===== config.mk =====
export PLATFORM = sky130hd
export DESIGN_NAME = dsa_div
export DESIGN_NICKNAME = d
export VERILOG_FILES = /design/src/hw/rtl/dsa_pkg.sv /design/src/hw/rtl/dsa_div.sv
export SDC_FILE = /design/constraint.sdc
export NUM_CORES = 1
export LEC_CHECK = 0
export BUFFER_PORTS_ARGS = -buffer_cell sky130_fd_sc_hd__clkbuf_2
export CORE_MARGIN = 2
export CORE_UTILIZATION = 23
export CTS_BUF_LIST = sky130_fd_sc_hd__clkbuf_8
export DETAILED_ROUTE_END_ITERATION = 16
export GPL_ROUTABILITY_DRIVEN = 0
export PLACE_DENSITY = 0.42
export SYNTH_ARGS = -nofsm -noshare
export SYNTH_HDL_FRONTEND = slang
export SYNTH_SLANG_ARGS = --single-unit

===== constraint.sdc =====
create_clock -name clk -period 8.71 [get_ports clk]
set_clock_uncertainty 0.2 [all_clocks]
set_input_delay 0.4355 -clock clk [delete_from_list [all_inputs] [get_ports clk]]
set_output_delay 0.4355 -clock clk [all_outputs]
set_load 0.01 [all_outputs]

===== src/hw/rtl/dsa_pkg.sv =====
package dsa_pkg;

  // Default sizing of the slot store.
  localparam int HEAP_DEPTH_DEF = 1024;
  localparam int FRAMES_DEF     = 3;

  // Fixed field widths.
  localparam int CAP_W  = 11;
  localparam int SIZE_W = 13;
  localparam int ADDR_W = 64;
  localparam int CMD_W  = 2;
  localparam int FRM_W  = 2;
  localparam int STAT_W = 2;
  localparam int CFG_IW = 3;

  // Command codes.
  localparam logic [CMD_W-1:0] CMD_ALLOC  = 2'd0;
  localparam logic [CMD_W-1:0] CMD_FREE   = 2'd1;
  localparam logic [CMD_W-1:0] CMD_RETIRE = 2'd2;
  localparam logic [CMD_W-1:0] CMD_INIT   = 2'd3;

  // Status codes.
  localparam logic [STAT_W-1:0] ST_OK   = 2'd0;
  localparam logic [STAT_W-1:0] ST_FULL = 2'd1;
  localparam logic [STAT_W-1:0] ST_BAD  = 2'd2;
  localparam logic [STAT_W-1:0] ST_NULL = 2'd3;

  // Configuration register indexes.
  localparam logic [CFG_IW-1:0] REG_CAPACITY = 3'd0;
  localparam logic [CFG_IW-1:0] REG_SLOT_SIZE = 3'd1;
  localparam logic [CFG_IW-1:0] REG_CPU_BASE = 3'd2;
  localparam logic [CFG_IW-1:0] REG_GPU_BASE = 3'd3;
  localparam logic [CFG_IW-1:0] REG_VISIBLE  = 3'd4;

endpackage


===== src/hw/rtl/dsa_div.sv =====
// Restoring divider: one quotient bit per cycle.
module dsa_div (
  input  logic                           clk,
  input  logic                           rst,
  input  logic                           start,
  input  logic [dsa_pkg::ADDR_W-1:0]     dividend,
  input  logic [dsa_pkg::SIZE_W-1:0]     divisor,
  output logic                           done,
  output logic [dsa_pkg::ADDR_W-1:0]     quotient,
  output logic [dsa_pkg::SIZE_W-1:0]     remainder
);

  localparam int CNT_W = $clog2(dsa_pkg::ADDR_W + 1);

  logic [CNT_W-1:0]            count;
  logic                        running;
  logic [dsa_pkg::SIZE_W:0]    trial;
  logic [dsa_pkg::SIZE_W:0]    diff;

  // Shift in the next dividend bit and try the subtraction.
  always_comb begin
    trial = {remainder, quotient[dsa_pkg::ADDR_W-1]};
    diff  = trial - {1'b0, divisor};
  end

  always_ff @(posedge clk) begin
    if (rst) begin
      running <= 1'b0;
      done    <= 1'b0;
      count   <= '0;
    end else begin
      // The last quotient bit raises done for one cycle.
      done <= !start && running && count == CNT_W'(1);
      if (start) begin
        running   <= 1'b1;
        count     <= CNT_W'(dsa_pkg::ADDR_W);
        quotient  <= dividend;
        remainder <= '0;
      end else if (running) begin
        if (trial >= {1'b0, divisor}) begin
          remainder <= diff[dsa_pkg::SIZE_W-1:0];
          quotient  <= {quotient[dsa_pkg::ADDR_W-2:0], 1'b1};
        end else begin
          remainder <= trial[dsa_pkg::SIZE_W-1:0];
          quotient  <= {quotient[dsa_pkg::ADDR_W-2:0], 1'b0};
        end
        count <= count - CNT_W'(1);
        if (count == CNT_W'(1)) begin
          running <= 1'b0;
        end
      end
    end
  end

endmodule


==> results of run 1 <==
-- per-layer routing --
metal / track usage [%] / routed length (um) / vias up
met5: 0 / 0 / -
met4: 3.95 / 93 / 0
met3: 5.35 / 1320 / 6
met2: 17.3 / 5090 / 132
met1: 13.7 / 4820 / 1517
li1: - / - / 1576
-- worst min-delay path by stage --
stage / from / to / slack (ns) / depth (start not counted)
after floorplan: count[1] / count[1] / 0.27 / 2
after global placement: count[1] / count[1] / 0.29 / 2
after detailed placement: count[1] / count[1] / 0.30 / 2
after CTS: rst / count[6] / 0.08 / 2
after global routing: rst / count[6] / 0.09 / 2
final: rst / count[6] / 0.10 / 2
-- metrics by stage --
step           setup WS, ns  power [mW]  utilization [%]  instances  hold slack (ns)
6_report               5.58        1.02             30.2        731            0.103
5_1_grt                5.43        1.08             30.2        731           0.0881
4_1_cts                5.59        1.04             30.2        731           0.0785
3_5_place_dp           5.50       0.724             29.0        715            0.300
3_3_place_gp           5.56       0.724             29.0        715            0.286
2_1_floorplan          3.25       0.649                -        334            0.269
-- kinds of logic after synthesis --
logic type / count (synthesis)
DFF: 86
xor gates and xnor gates: 12
AOI/OAI and AO/OA: 57
adders and majority gates: 16
buffers and inverters: 34
and+or+nand+nor: 65
muxes: 64
-- Yosys cell counts (all sizes together), types with 2 or more instances --
cell     count  share of area (%)
edfxtp      77                 53
mux2        64                 16
inv         21                1.8
a21oi       18                2.1
ha          15                4.3
nor2        15                1.5
o21ai       11                1.4
buf         10                1.3
nand2       10               0.86
nand3       10                1.1
dfxtp        9                4.1
xor2         7                1.4
a211oi       6                1.0
nand2b       6               0.86
nor3         6               0.68
a21o         5               0.86
xnor2        5                1.0
and3         3               0.46
clkbuf       3               0.26
nand4        3               0.43
or2          3               0.43
or3          3               0.48
a211o        2               0.40
and2         2               0.29
o2111ai      2               0.40
o211ai       2               0.34
o21a         2               0.34
o22ai        2               0.29
-- report_power, final --
part	switching, mW	internal (mW)	total (mW)	leakage (nW)
Clock	0.148	0.160	0.308	0.111
Combinational	0.109	0.0947	0.204	1.43
Sequential	0.0194	0.489	0.508	0.810
Total	0.276	0.744	1.02	2.35
-- layout make-up --
class | count | area [um2]
fillers | 1950 | 13100
flip-flops and latches | 86 | 2490
multi-input cells | 214 | 1760
repair buffers | 160 | 808
well taps | 234 | 293
clock buffers | 9 | 124
clock inverters | 7 | 87.6
inverters | 21 | 78.8
-- state kept, by name, indices dropped and copies added, names as in the netlist --
signal	count
quotient	64
count	7
done	1
running	1
remainder	13
==> flow_metrics.py, run 1 <==
metrics = {
    "run_status": {
        "status": "finished clean",
    },
    "worst_setup_path": {
        "cp-start-kind": "flop",
        "crit_chain": "ha_1, a21o_1, a221o_1, or2_1, o21ai_2, nand2_1, mux2_2",
        "r2r_end": "quotient[0]",
        "rr_worst_depth": 7,
        "slowest_stage": "edfxtp_1",
        "crit_buf_inv": 0,
        "cp.arrival_ns": 3.03,
        "worst-path-stages": 7,
        "critPathCapture": "quotient[0]",
        "max_stage_delay_ns": 0.45,
        "crit_family": "compound AO/OA/AOI/OAI gates",
        "startpoint": "remainder[6]",
        "r2r_slack_ns": 5.58,
        "crit-reg2reg-launch": "remainder[6]",
        "path_class": "reg -> reg",
        "cp_max_fo": 11,
        "cp-end-kind": "flop",
        "cp_data_required_time_ns": 8.61,
    },
    "sta": {
        "period_share_pct": 35.9,
        "post-route-min-period_ns": 3.13,
        "tightestPinTransition_ns": 0.838,
        "slew_viol_final": 0,
        "fmax_mhz": 320,
        "slew-limit-headroom_pct": 44.2,
        "setup_viol_count_final": 0,
        "setup_tns_ns": 0,
        "rsz0062_at_grt": "no",
        "report.final.hold_viol_count": 0,
    },
    "drt": {
        "wirelength_um": 11300,
        "remaining_drc_errors": 0,
        "via_per_inst": 4.42,
        "dr_total_vias": 3231,
        "drt-initial-drc-count": 138,
        "drt_pass1_iterations": 4,
        "wire_per_inst_um": 15.5,
        "ant_nets": 0,
    },
    "power_and_ir_drop": {
        "power_density_nw_per_um2": 181,
        "peakVddDrop_uv": 81.7,
        "cellLeakagePower_nw": 2.35,
    },
    "cts": {
        "clock_latency_ns": 0.35,
        "cts_hold_buf": 0,
        "clk_pin_slew_worst_paths_ns": 0.09,
        "postCtsSetupBuffers": 0,
        "ctsResizeCount": 0,
        "htree_num_levels": 3,
        "cts.sinks": 86,
        "cts_tree": "built",
        "cts_made_buffers": 9,
        "cts_root_buf": "clkbuf_8",
        "clk_path_buf_depth": 2,
    },
    "synth": {
        "ys_types": 48,
        "yosys.area_share.simple_pct": 7.76,
        "synth-compound-area-share_pct": 8.55,
        "synthCells": 334,
        "ys.flop_type": "edfxtp_1",
        "ys_warn_count": 0,
        "yosys_register_bits": 86,
        "synthXorXnorAreaFrac_pct": 2.40,
        "synthMuxAreaShare_pct": 16.4,
        "synth_area_um2": 4390,
        "ys_seq_area_share_pct": 56.8,
        "avgSynthCellArea_um2": 13.1,
        "ys_async_sr_fraction_pct": 0,
        "synth_edf_count": 77,
        "synth_top_family_by_area": "multiplexers",
        "synth_adder_area_share_pct": 4.73,
        "synthesis.nets": 430,
    },
    "floorplanning": {
        "coreArea_um2": 18700,
        "start_util_pct": 23.5,
        "die-area_um2": 20200,
        "rows": 50,
        "chipHeight_um": 142,
        "ios": 158,
        "die_w_um": 142,
    },
    "final_layout": {
        "drive_gt1_share_pct": 50.1,
        "finalNetCount": 588,
        "synthToLayoutAreaGrowth_pct": 28.6,
        "final_cell_mix": "clkbuf_2, edfxtp_1, mux2_2, inv_1, a21oi_1",
        "fin_area_um2": 5640,
        "mostFrequentLayoutCell": "clkbuf_2",
        "num_antenna_cells": 0,
    },
    "place": {
        "portBuffers": 157,
        "hpwl_um": 8460,
        "placed_area_um2": 5430,
    },
    "global_route": {
        "grt_max_degree": 64,
        "grt_use_total_pct": 11.2,
        "grt-ovfl-total": 0,
        "grt_pass1_vias": 3341,
        "grt_first_pass_wirelength_um": 17600,
        "antenna_found_initial": 0,
    },
    "job": {
        "drv_cap": 0,
    },
    "hold_path": {
        "hp-class": "in -> reg",
    },
}
Note: power is estimated with default switching activity, not from simulation.
==> run 2: changes to the inputs <==
==> constraint.sdc (replaced) <==
create_clock -name clk -period 3 [get_ports clk]
set_clock_uncertainty 0.2 [all_clocks]
set_input_delay 0.15 -clock clk [delete_from_list [all_inputs] [get_ports clk]]
set_output_delay 0.15 -clock clk [all_outputs]
set_load 0.01 [all_outputs]
==> run 2 against run 1 <==
Flip-flop and latch count unchanged. Setup slack worse by 5.3 ns. Maximum frequency rose by 15%. Clock-buffer cell count stayed put. Routed wire length grew 10%. First-iteration DRC count fell by 8.0%. Non-clock buffer count grew 72. Sequential share of layout area fell by 5.0 points. Worst hold slack got worse by 0.027 ns. Combinational power rose to 3.3 times the previous value. Power increased to 3.0 times the previous value. Global-route usage rose by 1.4 points.
==> flow_metrics.py, run 2 (synthesis results as in run 1) <==
metrics = {
    "run_status": {
        "status": "finished clean",
    },
    "place": {
        "placed_area_um2": 5500,
        "pre_cts_ws_ns": 0.311,
        "hpwl_um": 8820,
        "portBuffers": 157,
    },
    "drt": {
        "via_per_inst": 4.46,
        "remaining_drc_errors": 0,
        "wire_per_inst_um": 15.6,
        "drt-initial-drc-count": 127,
        "ant_nets": 0,
        "dr_total_vias": 3579,
        "drt_pass1_iterations": 4,
        "wirelength_um": 12500,
    },
    "final_layout": {
        "final_cell_mix": "clkbuf_2, edfxtp_1, dlygate4sd3_1, mux2_2, inv_1",
        "drive_gt1_share_pct": 45.1,
        "largest_reg_flops": 64,
        "largest-register": "quotient",
        "seqCellArea_um2": 2490,
        "finalNetCount": 660,
        "fin_area_um2": 6370,
        "reg_top3": "quotient: 64 flops, remainder: 13 flops, count: 7 flops",
        "mostFrequentLayoutCell": "clkbuf_2",
        "multi_input_comb_area_um2": 1760,
        "fillerInstances": 1859,
        "utilization_pct": 34.0,
        "synthToLayoutAreaGrowth_pct": 45.1,
        "num_antenna_cells": 0,
    },
    "global_route": {
        "grt_pass1_vias": 3838,
        "grt_max_degree": 77,
        "grt_use_total_pct": 12.6,
        "grt-ovfl-total": 0,
        "antenna_found_initial": 0,
        "grt_first_pass_wirelength_um": 19900,
    },
    "sta": {
        "setup_viol_count_final": 0,
        "tightestPinTransition_ns": 0.642,
        "setup_ws_ns": 0.274,
        "slew_viol_final": 0,
        "rsz0062_at_grt": "no",
        "setup_tns_ns": 0,
        "report.final.hold_viol_count": 0,
        "period_share_pct": 90.9,
        "post-route-min-period_ns": 2.73,
        "slew-limit-headroom_pct": 57.2,
        "fmax_mhz": 367,
    },
    "worst_setup_path": {
        "r2r_end": "remainder[9]",
        "crit-reg2reg-launch": "remainder[6]",
        "r2r_slack_ns": 0.27,
        "crit_chain": "ha_1, a21o_1, a221o_1, or2_1, o21ai_2, buf_4, a21oi_1, a32o_1",
        "cp-end-kind": "flop",
        "cp-start-kind": "flop",
        "rr_worst_depth": 8,
        "max_stage_delay_ns": 0.44,
        "cp.arrival_ns": 2.66,
        "slowest_stage": "edfxtp_1",
        "path_class": "reg -> reg",
        "cp_max_fo": 10,
        "cp_data_required_time_ns": 2.93,
    },
    "hold_path": {
        "hold_path_end": "remainder[0]",
        "whs_path_depth": 3,
        "hp-class": "in -> reg",
        "hp-start": "divisor[0]",
    },
    "floorplanning": {
        "ios": 158,
        "rows": 50,
        "die_w_um": 142,
        "start_util_pct": 23.5,
        "chipHeight_um": 142,
        "die-area_um2": 20200,
        "coreArea_um2": 18700,
    },
    "power_and_ir_drop": {
        "power_density_nw_per_um2": 488,
        "peakVddDrop_uv": 224,
        "cellLeakagePower_nw": 2.65,
    },
    "cts": {
        "postCtsSetupBuffers": 0,
        "clk_pin_slew_worst_paths_ns": 0.10,
        "clock_latency_ns": 0.38,
        "cts_tree": "built",
        "cts_made_buffers": 9,
        "cts.sinks": 86,
        "cts_root_buf": "clkbuf_8",
        "cts_hold_buf": 65,
        "ctsResizeCount": 0,
        "clk_path_buf_depth": 2,
        "htree_num_levels": 3,
    },
    "job": {
        "drv_cap": 0,
    },
}
==> run 2: critical path, delay by kind of cell (launching register included) <==
kind	cells	cell delay, ns
AOI/OAI and AO/OA	5	1.04
adders and majority gates	1	0.32
DFF	1	0.44
and+or+nand+nor	1	0.27
buffers and inverters	1	0.20
==> run 2: worst max-delay path by stage <==
stage                 startpoint            to  slack [ns]  cells past startpoint
floorplan           quotient[63]  remainder[9]        0.34                     10
global placement    quotient[63]  remainder[9]        0.35                     10
detailed placement  quotient[63]  remainder[9]        0.31                     10
CTS                 remainder[6]  remainder[9]        0.28                      8
global route        quotient[63]  remainder[3]        0.15                     11
finish              remainder[6]  remainder[9]        0.27                      8
==> run 2: power breakdown <==
part	switching, mW	leakage, nW	internal, mW	total (mW)
clock network	0.479	0.106	0.472	0.951
logic	0.339	1.74	0.341	0.680
registers	0.0568	0.810	1.42	1.47
total	0.875	2.65	2.23	3.11
==> run 2: final cells by class <==
| class | instances | share of cell area (%) |
|---|---|---|
| repair buffers | 232 | 24.0 |
| multi-input cells | 214 | 27.6 |
| inverters | 21 | 1.24 |
| well taps | 234 | 4.60 |
| clock inverters | 6 | 1.47 |
| flip-flops and latches | 86 | 39.1 |
| clock buffers | 9 | 1.94 |
==> run 2: stage by stage <==
step	total power [mW]	hold slack (ns)	instances
3_5_place_dp	2.12	0.207	722
3_3_place_gp	2.12	0.198	722
6_report	3.11	0.0763	802
2_1_floorplan	1.88	0.0191	334
4_1_cts	3.14	0.0684	802
5_1_grt	3.25	0.0973	802
==> run 2: metal layers <==
metal	vias up	GRT usage, %	routed length [um]
li1	1717	-	-
met1	1720	15.2	5380
met2	124	20.7	5870
met3	18	4.04	964
met4	0	5.47	282
met5	-	0	0
==> run 3: changes to the inputs <==
--- a/config.mk
+++ b/config.mk
@@ -6,12 +6,14 @@
 export NUM_CORES = 1
 export LEC_CHECK = 0
 export BUFFER_PORTS_ARGS = -buffer_cell sky130_fd_sc_hd__clkbuf_2
+export CELL_PAD_IN_SITES_DETAIL_PLACEMENT = 0
+export CELL_PAD_IN_SITES_GLOBAL_PLACEMENT = 2
 export CORE_MARGIN = 2
 export CORE_UTILIZATION = 23
 export CTS_BUF_LIST = sky130_fd_sc_hd__clkbuf_8
 export DETAILED_ROUTE_END_ITERATION = 16
 export GPL_ROUTABILITY_DRIVEN = 0
-export PLACE_DENSITY = 0.42
+export PLACE_DENSITY = 0.6
 export SYNTH_ARGS = -nofsm -noshare
 export SYNTH_HDL_FRONTEND = slang
 export SYNTH_SLANG_ARGS = --single-unit
==> run 3 against run 2 <==
Clock-buffer cell count is the same. Die area is the same. Non-clock buffer count is the same. Routed wire length shrank 0.32%. Global-route usage grew 0.084 points. Register-to-register slack lost 0.04 ns. Maximum frequency shrank 1.6%. Sequential share of layout area grew 0.085 points. Sequential power is essentially flat. Critical endpoint unchanged. Largest cell class unchanged.
==> flow_metrics.py, run 3 (synthesis results as in run 1) <==
metrics = {
    "run_status": {
        "status": "finished clean",
    },
    "sta": {
        "setup_viol_count_final": 0,
        "rsz0062_at_grt": "no",
        "post-route-min-period_ns": 2.77,
        "setup_tns_ns": 0,
        "fmax_mhz": 361,
        "slew-limit-headroom_pct": 33.8,
        "setup_ws_ns": 0.230,
        "tightestPinTransition_ns": 0.993,
        "period_share_pct": 92.3,
        "report.final.hold_viol_count": 0,
        "slew_viol_final": 0,
    },
    "cts": {
        "clk_pin_slew_worst_paths_ns": 0.09,
        "cts_tree": "built",
        "clk_path_buf_depth": 2,
        "cts_root_buf": "clkbuf_8",
        "cts_made_buffers": 9,
        "clock_latency_ns": 0.37,
        "cts.sinks": 86,
        "htree_num_levels": 3,
    },
    "floorplanning": {
        "rows": 50,
        "start_util_pct": 23.5,
        "coreArea_um2": 18700,
        "die_w_um": 142,
        "die-area_um2": 20200,
        "chipHeight_um": 142,
        "ios": 158,
    },
    "final_layout": {
        "num_antenna_cells": 0,
        "multi_input_comb_area_um2": 1760,
        "fin_area_um2": 6350,
        "largest_reg_flops": 64,
        "reg_top3": "quotient: 64 flops, remainder: 13 flops, count: 7 flops",
        "drive_gt1_share_pct": 45.0,
        "final_cell_mix": "clkbuf_2, edfxtp_1, dlygate4sd3_1, mux2_2, inv_1",
        "seqCellArea_um2": 2490,
        "largest-register": "quotient",
        "mostFrequentLayoutCell": "clkbuf_2",
        "finalNetCount": 660,
        "synthToLayoutAreaGrowth_pct": 44.8,
        "fillerInstances": 1828,
    },
    "global_route": {
        "antenna_found_initial": 1,
        "grt-ovfl-total": 0,
        "top_usage_layer": "met2",
        "use_met2_pct": 20.9,
        "grt_pass1_vias": 3758,
        "grt_first_pass_wirelength_um": 19500,
        "use_met3_pct": 5.55,
        "grt_use_total_pct": 12.7,
        "grt_max_degree": 77,
        "use_met1_pct": 14.9,
    },
    "drt": {
        "remaining_drc_errors": 0,
        "drt_pass1_iterations": 4,
        "wire_per_inst_um": 15.5,
        "ant_nets": 0,
        "via_per_inst": 4.38,
        "wirelength_um": 12500,
        "dr_total_vias": 3518,
        "drt-initial-drc-count": 151,
    },
    "place": {
        "portBuffers": 157,
        "pre_cts_ws_ns": 0.244,
        "placed_area_um2": 5500,
        "hpwl_um": 9010,
    },
    "worst_setup_path": {
        "startpoint": "quotient[63]",
        "path_class": "reg -> reg",
        "cp_max_fo": 7,
        "cp_data_required_time_ns": 2.92,
        "cp.arrival_ns": 2.69,
        "r2r_slack_ns": 0.23,
        "cp-start-kind": "flop",
        "rr_worst_depth": 10,
        "critPathCapture": "remainder[9]",
        "cp-end-kind": "flop",
        "crit-reg2reg-launch": "quotient[63]",
        "r2r_end": "remainder[9]",
    },
    "power_and_ir_drop": {
        "power.total_mw": 3.03,
        "internal_power_mw": 2.16,
        "switchingPower_uw": 867,
        "p_sw_share_pct": 28.6,
        "power_density_nw_per_um2": 476,
        "power_frac_clock_pct": 28.8,
        "cellLeakagePower_nw": 2.65,
        "pwr-share-comb_pct": 22.5,
        "p_seq_share_pct": 48.7,
        "peakVddDrop_uv": 189,
    },
    "job": {
        "drv_cap": 0,
    },
    "hold_path": {
        "hp-class": "in -> reg",
    },
}
[run 3: cell types whose count changed in the layout (fill, tap and decap cells not counted)]
cell,delta
buf_2,+1
buf_4,-1
bufinv_16,-1
clkinv_4,+1
clkinvlp_4,-1
inv_1,+1
inv_6,-1
inv_8,+2
[run 3: layout make-up]
type                            count  area share, %
Multi-Input combinational cell    214           27.7
Clock buffer                        9           1.95
Inverter                           21           1.24
Timing Repair Buffer              232           24.0
Tap cell                          234           4.61
Clock inverter                      7           1.30
Sequential cell                    86           39.2
[run 3: worst min path at each step]
stage / startpoint / cells after the start / end
floorplan: rst / 1 / count[6]
CTS: divisor[0] / 3 / remainder[0]
finish: divisor[0] / 3 / remainder[0]
global route: divisor[0] / 3 / remainder[0]
detailed placement: rst / 2 / count[6]
global placement: rst / 2 / count[6]
[run 3: what timing repair did]
action,in CTS,in global routing
hold endpoints to repair,65,0
gates resized for setup,0,0
buffers inserted,0,0
hold buffers,65,0
endpoints found under the setup margin,0,0
[run 3: worst max-delay path, cell delays in order, from the launching register on]
cell      delay (ns)
edfxtp_1        0.39
inv_1           0.05
ha_1            0.19
fa_1            0.41
nand2b_1        0.18
a211o_1         0.32
a21oi_2         0.16
o21a_1          0.21
buf_12          0.14
nor2_4          0.04
a32o_1          0.22
[run 3: layer usage]
layer	routed length, um	vias to the layer above
li1	-	1714
met1	5270	1670
met2	5890	118
met3	1140	14
met4	144	2
met5	13	-
[run 3: power groups by stage]
stage | Sequential (mW) | Combinational (mW) | Clock [mW]
final | 1.47 | 0.680 | 0.872
after CTS | 1.48 | 0.691 | 0.909
after global placement | 1.50 | 0.624 | 0
after floorplan | 1.53 | 0.354 | 0
after global routing | 1.49 | 0.758 | 0.959
after detailed placement | 1.50 | 0.622 | 0
[run 3: metrics by stage]
stage	hold slack, ns	std cells	utilization [%]
floorplan	0.0191	334	-
global placement	0.201	722	29.4
detailed placement	0.209	722	29.4
CTS	0.0654	803	34.0
global route	0.0622	803	34.0
finish	0.0774	803	34.0
